### src/rtl/hslp_pkg.sv
`timescale 1ns / 1ps
// ----------------------------------------------------------------------------
// hslp_pkg
// Types and constants shared by the status line parser.
// ----------------------------------------------------------------------------
package hslp_pkg;

  localparam int unsigned POS_W  = 17;
  localparam int unsigned CODE_W = 10;

  localparam logic [7:0] CH_H     = 8'h48;
  localparam logic [7:0] CH_T     = 8'h54;
  localparam logic [7:0] CH_P     = 8'h50;
  localparam logic [7:0] CH_SLASH = 8'h2F;
  localparam logic [7:0] CH_DOT   = 8'h2E;
  localparam logic [7:0] CH_ZERO  = 8'h30;
  localparam logic [7:0] CH_NINE  = 8'h39;
  localparam logic [7:0] CH_SPACE = 8'h20;
  localparam logic [7:0] CH_TAB   = 8'h09;
  localparam logic [7:0] CH_CR    = 8'h0D;

  typedef enum logic [10:0] {
    PH_H1         = 11'b000_0000_0001,
    PH_T1         = 11'b000_0000_0010,
    PH_T2         = 11'b000_0000_0100,
    PH_P          = 11'b000_0000_1000,
    PH_AFTER_HTTP = 11'b000_0001_0000,
    PH_MAJOR      = 11'b000_0010_0000,
    PH_MINOR      = 11'b000_0100_0000,
    PH_SKIP       = 11'b000_1000_0000,
    PH_CODE       = 11'b001_0000_0000,
    PH_MSG        = 11'b010_0000_0000,
    PH_BAD        = 11'b100_0000_0000
  } phase_t;

  function automatic logic is_digit(input logic [7:0] c);
    is_digit = (c >= CH_ZERO) && (c <= CH_NINE);
  endfunction

  function automatic logic is_space(input logic [7:0] c);
    is_space = (c == CH_SPACE) || ((c >= CH_TAB) && (c <= CH_CR));
  endfunction

endpackage

### src/rtl/http_status_line_parser.sv
`timescale 1ns / 1ps
// ----------------------------------------------------------------------------
// http_status_line_parser
// Parses an HTTP status line one byte per transaction and reports the
// status code and the trimmed message offsets on the last byte.
// ----------------------------------------------------------------------------
//  channel | ports                                   | direction
//  --------+-----------------------------------------+----------
//  in_     | valid, stall, line_byte, last_byte      | sink
//  out_    | valid, stall, status_valid, status_code,| source
//          | message_start, message_end              |
//
//  one byte per clock while in_stall is low; a byte passes an input register
//  and the parser logic, and a result is then held in the result register
//  synchronous active-low reset returns the parser to expect the letter H
//  out_stall holds the result register; non-last bytes keep flowing until a
//  last byte finds the result register still occupied
// ----------------------------------------------------------------------------
module http_status_line_parser #(
  parameter int unsigned MAX_LINE = 65536
) (
  input  logic                        clk,
  input  logic                        rst_n,
  input  logic                        in_valid,
  output logic                        in_stall,
  input  logic [7:0]                  in_line_byte,
  input  logic                        in_last_byte,
  output logic                        out_valid,
  input  logic                        out_stall,
  output logic                        out_status_valid,
  output logic [hslp_pkg::CODE_W-1:0] out_status_code,
  output logic [hslp_pkg::POS_W-1:0]  out_message_start,
  output logic [hslp_pkg::POS_W-1:0]  out_message_end
);

  localparam logic [hslp_pkg::POS_W-1:0] MaxLine = hslp_pkg::POS_W'(MAX_LINE);

  // input register
  logic       s1_valid_r;
  logic [7:0] s1_byte_r;
  logic       s1_last_r;

  // parser state
  hslp_pkg::phase_t            phase_r, phase_nxt, phase_cur;
  logic [hslp_pkg::CODE_W-1:0] acc_r, acc_nxt;
  logic [1:0]                  dseen_r, dseen_nxt;
  logic [hslp_pkg::POS_W-1:0]  pos_r, pos_nxt;
  logic [hslp_pkg::POS_W-1:0]  first_r, first_nxt;
  logic [hslp_pkg::POS_W-1:0]  lend_r, lend_nxt;
  logic                        started_r, started_nxt;

  // result register
  logic                        out_valid_r;
  logic                        res_ok_r;
  logic [hslp_pkg::CODE_W-1:0] res_code_r;
  logic [hslp_pkg::POS_W-1:0]  res_start_r;
  logic [hslp_pkg::POS_W-1:0]  res_end_r;

  logic                        out_free, fire, in_take;
  logic                        c_dig, c_sp;
  logic [hslp_pkg::CODE_W-1:0] c_val;
  hslp_pkg::phase_t            bc_phase;
  logic [hslp_pkg::POS_W-1:0]  pos_inc;
  logic [hslp_pkg::CODE_W-1:0] acc_mul;

  assign out_free = !out_valid_r || !out_stall;
  assign fire     = s1_valid_r && (!s1_last_r || out_free);
  assign in_stall = s1_valid_r && !fire;
  assign in_take  = in_valid && !in_stall;

  assign c_dig   = hslp_pkg::is_digit(s1_byte_r);
  assign c_sp    = hslp_pkg::is_space(s1_byte_r);
  assign c_val   = hslp_pkg::CODE_W'(s1_byte_r - hslp_pkg::CH_ZERO);
  assign pos_inc = pos_r + 1'b1;
  assign acc_mul = (acc_r << 3) + (acc_r << 1) + c_val;

  // where whitespace or the first status digit may come
  always_comb begin
    if (c_sp) begin
      bc_phase = hslp_pkg::PH_SKIP;
    end else if (c_dig) begin
      bc_phase = hslp_pkg::PH_CODE;
    end else begin
      bc_phase = hslp_pkg::PH_BAD;
    end
  end

  always_comb begin
    phase_cur   = (pos_r >= MaxLine) ? hslp_pkg::PH_BAD : phase_r;
    pos_nxt     = (pos_r >= MaxLine) ? pos_r : pos_inc;
    phase_nxt   = phase_cur;
    acc_nxt     = acc_r;
    dseen_nxt   = dseen_r;
    first_nxt   = first_r;
    lend_nxt    = lend_r;
    started_nxt = started_r;

    case (phase_cur)
      hslp_pkg::PH_H1: begin
        phase_nxt = (s1_byte_r == hslp_pkg::CH_H) ? hslp_pkg::PH_T1 : hslp_pkg::PH_BAD;
      end
      hslp_pkg::PH_T1: begin
        phase_nxt = (s1_byte_r == hslp_pkg::CH_T) ? hslp_pkg::PH_T2 : hslp_pkg::PH_BAD;
      end
      hslp_pkg::PH_T2: begin
        phase_nxt = (s1_byte_r == hslp_pkg::CH_T) ? hslp_pkg::PH_P : hslp_pkg::PH_BAD;
      end
      hslp_pkg::PH_P: begin
        phase_nxt = (s1_byte_r == hslp_pkg::CH_P) ? hslp_pkg::PH_AFTER_HTTP
                                                  : hslp_pkg::PH_BAD;
      end
      hslp_pkg::PH_AFTER_HTTP: begin
        if (s1_byte_r == hslp_pkg::CH_SLASH) begin
          phase_nxt = hslp_pkg::PH_MAJOR;
        end else begin
          phase_nxt = bc_phase;
          if (c_dig) begin
            acc_nxt   = c_val;
            dseen_nxt = 2'd1;
          end
        end
      end
      hslp_pkg::PH_MAJOR: begin
        if (c_dig) begin
          phase_nxt = hslp_pkg::PH_MAJOR;
        end else if (s1_byte_r == hslp_pkg::CH_DOT) begin
          phase_nxt = hslp_pkg::PH_MINOR;
        end else begin
          phase_nxt = bc_phase;
        end
      end
      hslp_pkg::PH_MINOR: begin
        phase_nxt = c_dig ? hslp_pkg::PH_MINOR : bc_phase;
      end
      hslp_pkg::PH_SKIP: begin
        phase_nxt = c_sp ? hslp_pkg::PH_SKIP : bc_phase;
        if (c_dig) begin
          acc_nxt   = c_val;
          dseen_nxt = 2'd1;
        end
      end
      hslp_pkg::PH_CODE: begin
        if (c_dig) begin
          acc_nxt   = acc_mul;
          dseen_nxt = dseen_r + 2'd1;
          phase_nxt = (dseen_r == 2'd2) ? hslp_pkg::PH_MSG : hslp_pkg::PH_CODE;
        end else begin
          phase_nxt = hslp_pkg::PH_BAD;
        end
      end
      hslp_pkg::PH_MSG: begin
        if (!c_sp) begin
          if (!started_r) begin
            first_nxt   = pos_r;
            started_nxt = 1'b1;
          end
          lend_nxt = pos_inc;
        end
      end
      default: begin
        phase_nxt = hslp_pkg::PH_BAD;
      end
    endcase
  end

  // the digit runs of the version leave acc untouched: acc is only loaded
  // when a digit opens the code from AFTER_HTTP or SKIP, which never happens
  // inside MAJOR or MINOR since digits stay in those phases

  always_ff @(posedge clk) begin
    if (!rst_n) begin
      s1_valid_r  <= 1'b0;
      out_valid_r <= 1'b0;
      phase_r     <= hslp_pkg::PH_H1;
      acc_r       <= '0;
      dseen_r     <= '0;
      pos_r       <= '0;
      first_r     <= '0;
      lend_r      <= '0;
      started_r   <= 1'b0;
    end else begin
      if (in_take) begin
        s1_valid_r <= 1'b1;
      end else if (fire) begin
        s1_valid_r <= 1'b0;
      end

      if (fire && s1_last_r) begin
        out_valid_r <= 1'b1;
      end else if (!out_stall) begin
        out_valid_r <= 1'b0;
      end

      if (fire) begin
        if (s1_last_r) begin
          phase_r   <= hslp_pkg::PH_H1;
          acc_r     <= '0;
          dseen_r   <= '0;
          pos_r     <= '0;
          first_r   <= '0;
          lend_r    <= '0;
          started_r <= 1'b0;
        end else begin
          phase_r   <= phase_nxt;
          acc_r     <= acc_nxt;
          dseen_r   <= dseen_nxt;
          pos_r     <= pos_nxt;
          first_r   <= first_nxt;
          lend_r    <= lend_nxt;
          started_r <= started_nxt;
        end
      end
    end
  end

  always_ff @(posedge clk) begin
    if (in_take) begin
      s1_byte_r <= in_line_byte;
      s1_last_r <= in_last_byte;
    end
    if (fire && s1_last_r) begin
      if (phase_nxt == hslp_pkg::PH_MSG) begin
        res_ok_r    <= 1'b1;
        res_code_r  <= acc_nxt;
        res_start_r <= started_nxt ? first_nxt : pos_inc;
        res_end_r   <= started_nxt ? lend_nxt : pos_inc;
      end else begin
        res_ok_r    <= 1'b0;
        res_code_r  <= '0;
        res_start_r <= '0;
        res_end_r   <= '0;
      end
    end
  end

  assign out_valid         = out_valid_r;
  assign out_status_valid  = res_ok_r;
  assign out_status_code   = res_code_r;
  assign out_message_start = res_start_r;
  assign out_message_end   = res_end_r;

endmodule
### config.mk
export PLATFORM = sky130hd
export DESIGN_NAME = http_status_line_parser
export DESIGN_NICKNAME = d
export VERILOG_FILES = /design/src/rtl/hslp_pkg.sv /design/src/rtl/http_status_line_parser.sv
export SDC_FILE = /design/constraint.sdc
export NUM_CORES = 1
export LEC_CHECK = 0
export BUFFER_PORTS_ARGS = -buffer_cell sky130_fd_sc_hd__buf_2
export CAP_MARGIN = 15
export CORE_ASPECT_RATIO = 1.5
export CORE_MARGIN = 2
export CORE_UTILIZATION = 40
export DETAILED_ROUTE_END_ITERATION = 6
export GPL_ROUTABILITY_DRIVEN = 1
export GPL_TIMING_DRIVEN = 0
export PLACE_DENSITY = 0.67
export SLEW_MARGIN = 15
export SYNTH_ARGS = -nofsm -noshare
export SYNTH_HDL_FRONTEND = slang
export SYNTH_SLANG_ARGS = --single-unit
export TNS_END_PERCENT = 20
### constraint.sdc
create_clock -name clk -period 4 [get_ports clk]
set_input_delay 0.8 -clock clk [delete_from_list [all_inputs] [get_ports clk]]
set_output_delay 0.8 -clock clk [all_outputs]
set_load 0.02 [all_outputs]
==> results of run 1 <==
[per-layer routing]
layer  GRT usage [%]  vias to the layer above  part of all wire (%)  wire [um]
li1                -                     2828                     -          -
met1           22.43                     2910                    39       7488
met2           38.45                      158                    54      10260
met3           2.591                       48                   3.3        623
met4           10.07                        0                   3.6        683
met5               0                        -                     0          0
[logic make-up (layout without fill, tap and decap cells)]
group / Yosys count / count (layout)
fa+ha+maj: 23 / 23
compound gates: 211 / 211
buf+inv: 85 / 177
mux: 3 / 3
simple gates: 239 / 239
xor+xnor: 30 / 30
flops: 131 / 131
[power breakdown]
| part | total, mW | switching [mW] | leakage, nW | internal, mW |
|---|---|---|---|---|
| clock network | 1.52 | 0.648 | 0.275 | 0.871 |
| logic | 0.160 | 0.107 | 1.65 | 0.0530 |
| registers | 1.42 | 0.0158 | 1.14 | 1.41 |
[through the flow]
stage          cells  total power, mW  setup TNS [ns]  util (%)
3_5_place_dp     995            1.611               0     44.10
2_1_floorplan    722            1.554               0         -
4_1_cts         1027            3.115               0     47.41
3_3_place_gp     994            1.607          -31.01     43.90
5_1_grt         1027            3.190               0     47.41
6_report        1027            3.100               0     47.41
[cell type report]
class | count | share of cell area [%]
flip-flops and latches | 131 | 38.62
inverters | 32 | 1.467
clock buffers | 17 | 5.194
multi-input cells | 506 | 42.68
plain buffers | 53 | 3.055
repair buffers | 60 | 3.941
clock inverters | 15 | 1.787
well taps | 213 | 3.254
[worst reg2reg max path, cell delays in order (launching register included)]
cell	delay (ns)
edfxtp_1	0.50
ha_1	0.33
xor2_1	0.32
fa_1	0.47
inv_1	0.07
ha_1	0.28
and2_1	0.16
o31ai_1	0.27
a21o_1	0.18
a21oi_1	0.07
o21ai_0	0.34
a21oi_1	0.13
[path summary, 6_finish.rpt]
check	from	to	slack, ns	depth (start not counted)
max	s1_byte_r[4]	out_status_code[8]	0.60	11
min	dseen_r[1]	dseen_r[1]	0.46	1
max reg2reg	s1_byte_r[4]	out_status_code[8]	0.60	11
min reg2reg	dseen_r[1]	dseen_r[1]	0.46	1
[flip-flops by register name, summed over array words and instances, names as in the netlist, 2 cells and up]
register and count:
first_r 17, phase_r 11, lend_r 17, out_message_end 17, acc_r 10, pos_r 17, out_message_start 17, s1_byte_r 8
dseen_r 2, out_status_code 10
[cell usage in the layout, fill, tap and decap left out, types with 19 or more instances in the layout]
master	count
a211oi_1	19
a21oi_1	22
a22o_1	25
buf_2	78
clkbuf_1	27
dfxtp_1	77
edfxtp_1	54
inv_1	32
nand2_1	46
nor2_1	55
nor2b_1	25
nor3_1	24
o21ai_0	22
o2bb2ai_1	19
==> impl_metrics.ini, run 1 <==
[status]
outcome = complete, no violations

[critical_path]
cp-start-kind = register
path_class = register to register
path_cells = ha_1 -> xor2_1 -> fa_1 -> inv_1 -> ha_1 -> and2_1 -> o31ai_1 -> a21o_1 -> a21oi_1 -> o21ai_0 -> a21oi_1
cpMaxStageDelayCell = edfxtp_1
crit_arrival_ns = 3.56
cp_max_fo = 7
cp.buffers_inverters = 1
cpPeakStageDelay_ns = 0.50
path_delay_family = adder cells
end_kind = register
required_ns = 4.15

[synth]
synth_area_leaders = edfxtp_1, dfxtp_1, a22o_1
synth_enable_flop_cells = 54
synthSimpleGateAreaFrac_pct = 18.35
synth_cell_type_count = 73
synth_top_area_share_pct = 23.09
synth_top_family_by_area = compound AO/OA/AOI/OAI gates
ys_top_cells_by_count = dfxtp_1, nor2_1, edfxtp_1
syn_nets = 758
yosysWarnings = 0
synth_mux_area_share_pct = 0.4277
synthAdderAreaFrac_pct = 4.847
synth_compound_area_share_pct = 22.31
syn_area_um2 = 7022
syn_area_per_cell_um2 = 9.725
synthCells = 722
synthFlopType = dfxtp_1
synth-seq-area-share_pct = 45.05
synthArstFlopShare_pct = 0
synth_xor_xnor_area_share_pct = 3.742
synth.most_common_cell = dfxtp_1
post-synth-top-area-cell = edfxtp_1
synth_seq_cells = 131

[clock_tree]
cts_sinks = 131
cts.repair.resized = 0
numCtsBuffers = 17
clock_tree.root_cell = clkbuf_16
cts.hold.buffers_added = 0
clock_path_buffers = 2
clk_latency_ns = 0.43
cts_tree = yes
htree_levels = 4
clk_pin_slew_ns = 0.06
post_cts_buffers = 0

[die]
core-area_um2 = 17270
die_h_um = 166.3
initial_core_util_pct = 40.65
die_x_um = 112.2
fp-row-count = 59
design.portCount = 60
die_area_um2 = 18650

[sta]
max_clock_freq_mhz = 293.9
tightest_slew_ns = 0.7625
rsz0062_at_grt = no
timing.hold.ws_ns = 0.4616
hold_viol_final = 0
min_period_ns = 3.402
setup_slack_ns = 0.5980
slew_headroom_pct = 49.06
maxSlewViolCount = 0
finClkSkew_ns = 0.01250
setup_viol = 0
period_share_pct = 85.05

[global_routing]
grt_pass1_vias = 5844
antenna_found_initial = 0
grt_max_degree = 25
grt.total_usage_pct = 20.53
grt_remaining_overflow = 0
grt_pass1_wl_um = 30360

[cells_and_area]
fillers = 1678
multi_input_comb_area_um2 = 3496
drive_gt1_share_pct = 16.34
final_cell_area_um2 = 8190
fin_nets = 837
seq_area_um2 = 3163
syn2layout_area_growth_pct = 16.64
diodes = 0

[detailed_routing]
firstDrtPassIters = 6
ant_nets = 0
post_drt_via_cell_ratio = 5.788
wire_per_inst_um = 18.55
wirelength_um = 19050
vias = 5944
detailedRoute.firstIterationViolations = 343
drc_errors = 0

[pwr]
power.density_nw_per_um2 = 378.5
ir_drop_mv = 0.3041
cellLeakagePower_nw = 3.060

[placement]
dpl.hpwl_um = 13770
placed_cell_area_um2 = 7619
io_buffers = 59
place_ws_ns = 0.6819
gp_congestion = 0.8734

[min_path]
hp-class = register to register

[job]
timing.max_cap.violations = 0
No activity file was read; power rests on OpenSTA's default activity.
==> run 2, diff against run 1 <==
Settings changed: PLACE_DENSITY 0.67 to unset, PLACE_DENSITY_LB_ADDON set to 0.12.
Clock period 4 ns to 3.92 ns, I/O delays scaled along.
==> run 2 against run 1 <==
Against the previous run: via count decreased by 2.5%; critical path type unchanged; die area unchanged; non-clock buffer count stayed put; critical path depth unchanged; largest cell class unchanged.
==> impl_metrics.ini, run 2 (same netlist as run 1, synthesis figures left out) <==
[pwr]
power.density_nw_per_um2 = 396.3
cellLeakagePower_nw = 3.064
ir_drop_mv = 0.2947
finalPower_mw = 3.257

[critical_path]
required_ns = 4.06
cp_max_fo = 7
r2r_setup_slack_ns = 0.56
path_cells = ha_1 -> xor2_1 -> fa_1 -> inv_1 -> ha_1 -> and2_1 -> o31ai_1 -> a21o_1 -> a21oi_1 -> o21ai_0 -> a21oi_1
cpPeakStageDelay_ns = 0.50
path_class = register to register
r2r_cells = 11
timing.rr.start = s1_byte_r[4]
crit_cells = 11
rr_endpoint = out_status_code[8]
cp.buffers_inverters = 1
cpMaxStageDelayCell = edfxtp_1
end_kind = register
path_delay_family = adder cells
crit_arrival_ns = 3.49
cp-start-kind = register

[global_routing]
grt_pass1_vias = 5873
grt.total_usage_pct = 21.13
grt_remaining_overflow = 0
grt_pass1_wl_um = 31230
antenna_found_initial = 0
grt_max_degree = 29

[placement]
gp_congestion = 0.9140
placed_cells = 995
place_ws_ns = 0.5985
placed_cell_area_um2 = 7611
dpl.hpwl_um = 14690
io_buffers = 59

[die]
die_area_um2 = 18650
fp-row-count = 59
die_x_um = 112.2
initial_core_util_pct = 40.65
die_h_um = 166.3
core-area_um2 = 17270
design.portCount = 60

[cells_and_area]
multi_input_comb_area_um2 = 3496
fin_nets = 837
syn2layout_area_growth_pct = 17.02
final_cell_area_um2 = 8217
layout.cells.non_filler = 1027
layout_commonest_cell = buf_2
seq_area_um2 = 3163
fillers = 1653
fin_util_pct = 47.57
drive_gt1_share_pct = 16.09
final_cell_mix = buf_2, dfxtp_1, nor2_1
diodes = 0

[sta]
tns_ns = 0
rsz0062_at_grt = no
slew_headroom_pct = 46.25
tightest_slew_ns = 0.8045
setup_slack_ns = 0.5630
period_share_pct = 85.64
timing.hold.ws_ns = 0.4634
maxSlewViolCount = 0
setup_viol = 0
hold_viol_final = 0
max_clock_freq_mhz = 297.9
min_period_ns = 3.357
finClkSkew_ns = 0.009763

[clock_tree]
numCtsBuffers = 17
htree_levels = 4
clk_pin_slew_ns = 0.06
cts_sinks = 131
cts.hold.buffers_added = 0
cts_tree = yes
clk_latency_ns = 0.42
cts.repair.resized = 0
clock_path_buffers = 2
post_cts_buffers = 0
clock_tree.root_cell = clkbuf_16

[job]
timing.max_cap.violations = 0

[min_path]
holdCritStartpoint = lend_r[3]
min_to = lend_r[3]
hp-class = register to register
min_path_cells = 1

[detailed_routing]
post_drt_via_cell_ratio = 5.642
wire_per_inst_um = 18.75
firstDrtPassIters = 5
drc_errors = 0
vias = 5794
detailedRoute.firstIterationViolations = 288
wirelength_um = 19260
ant_nets = 0

[status]
outcome = complete, no violations
[run 2: report_power, final]
| part | internal (mW) | leakage, nW | switching, mW |
|---|---|---|---|
| combinational | 0.0536 | 1.64 | 0.112 |
| clock | 1.01 | 0.282 | 0.630 |
| sequential | 1.43 | 1.14 | 0.0160 |
| total | 2.50 | 3.06 | 0.758 |
[run 2: cell type report]
| cell class | instances | share of cell area, % |
|---|---|---|
| flip-flops and latches | 131 | 38.50 |
| repair buffers | 60 | 3.837 |
| multi-input cells | 506 | 42.55 |
| well taps | 213 | 3.243 |
| clock inverters | 13 | 2.101 |
| inverters | 32 | 1.462 |
| clock buffers | 19 | 5.269 |
| plain buffers | 53 | 3.046 |
[run 2: how the worst max path moves through the flow]
stage	startpoint	end
global placement	out_stall	out_message_end[2]
CTS	s1_byte_r[4]	out_status_code[8]
detailed placement	s1_byte_r[4]	out_status_code[8]
floorplan	out_stall	out_message_end[0]
finish	s1_byte_r[4]	out_status_code[8]
global route	s1_byte_r[4]	out_status_code[8]
[run 2: per-layer routing]
layer	share of wire (%)	vias to the layer above	track usage (%)
met2	54	163	39.92
met1	38	2754	22.39
met3	3.4	55	3.358
met5	0	-	0
li1	-	2822	-
met4	4.6	0	10.23
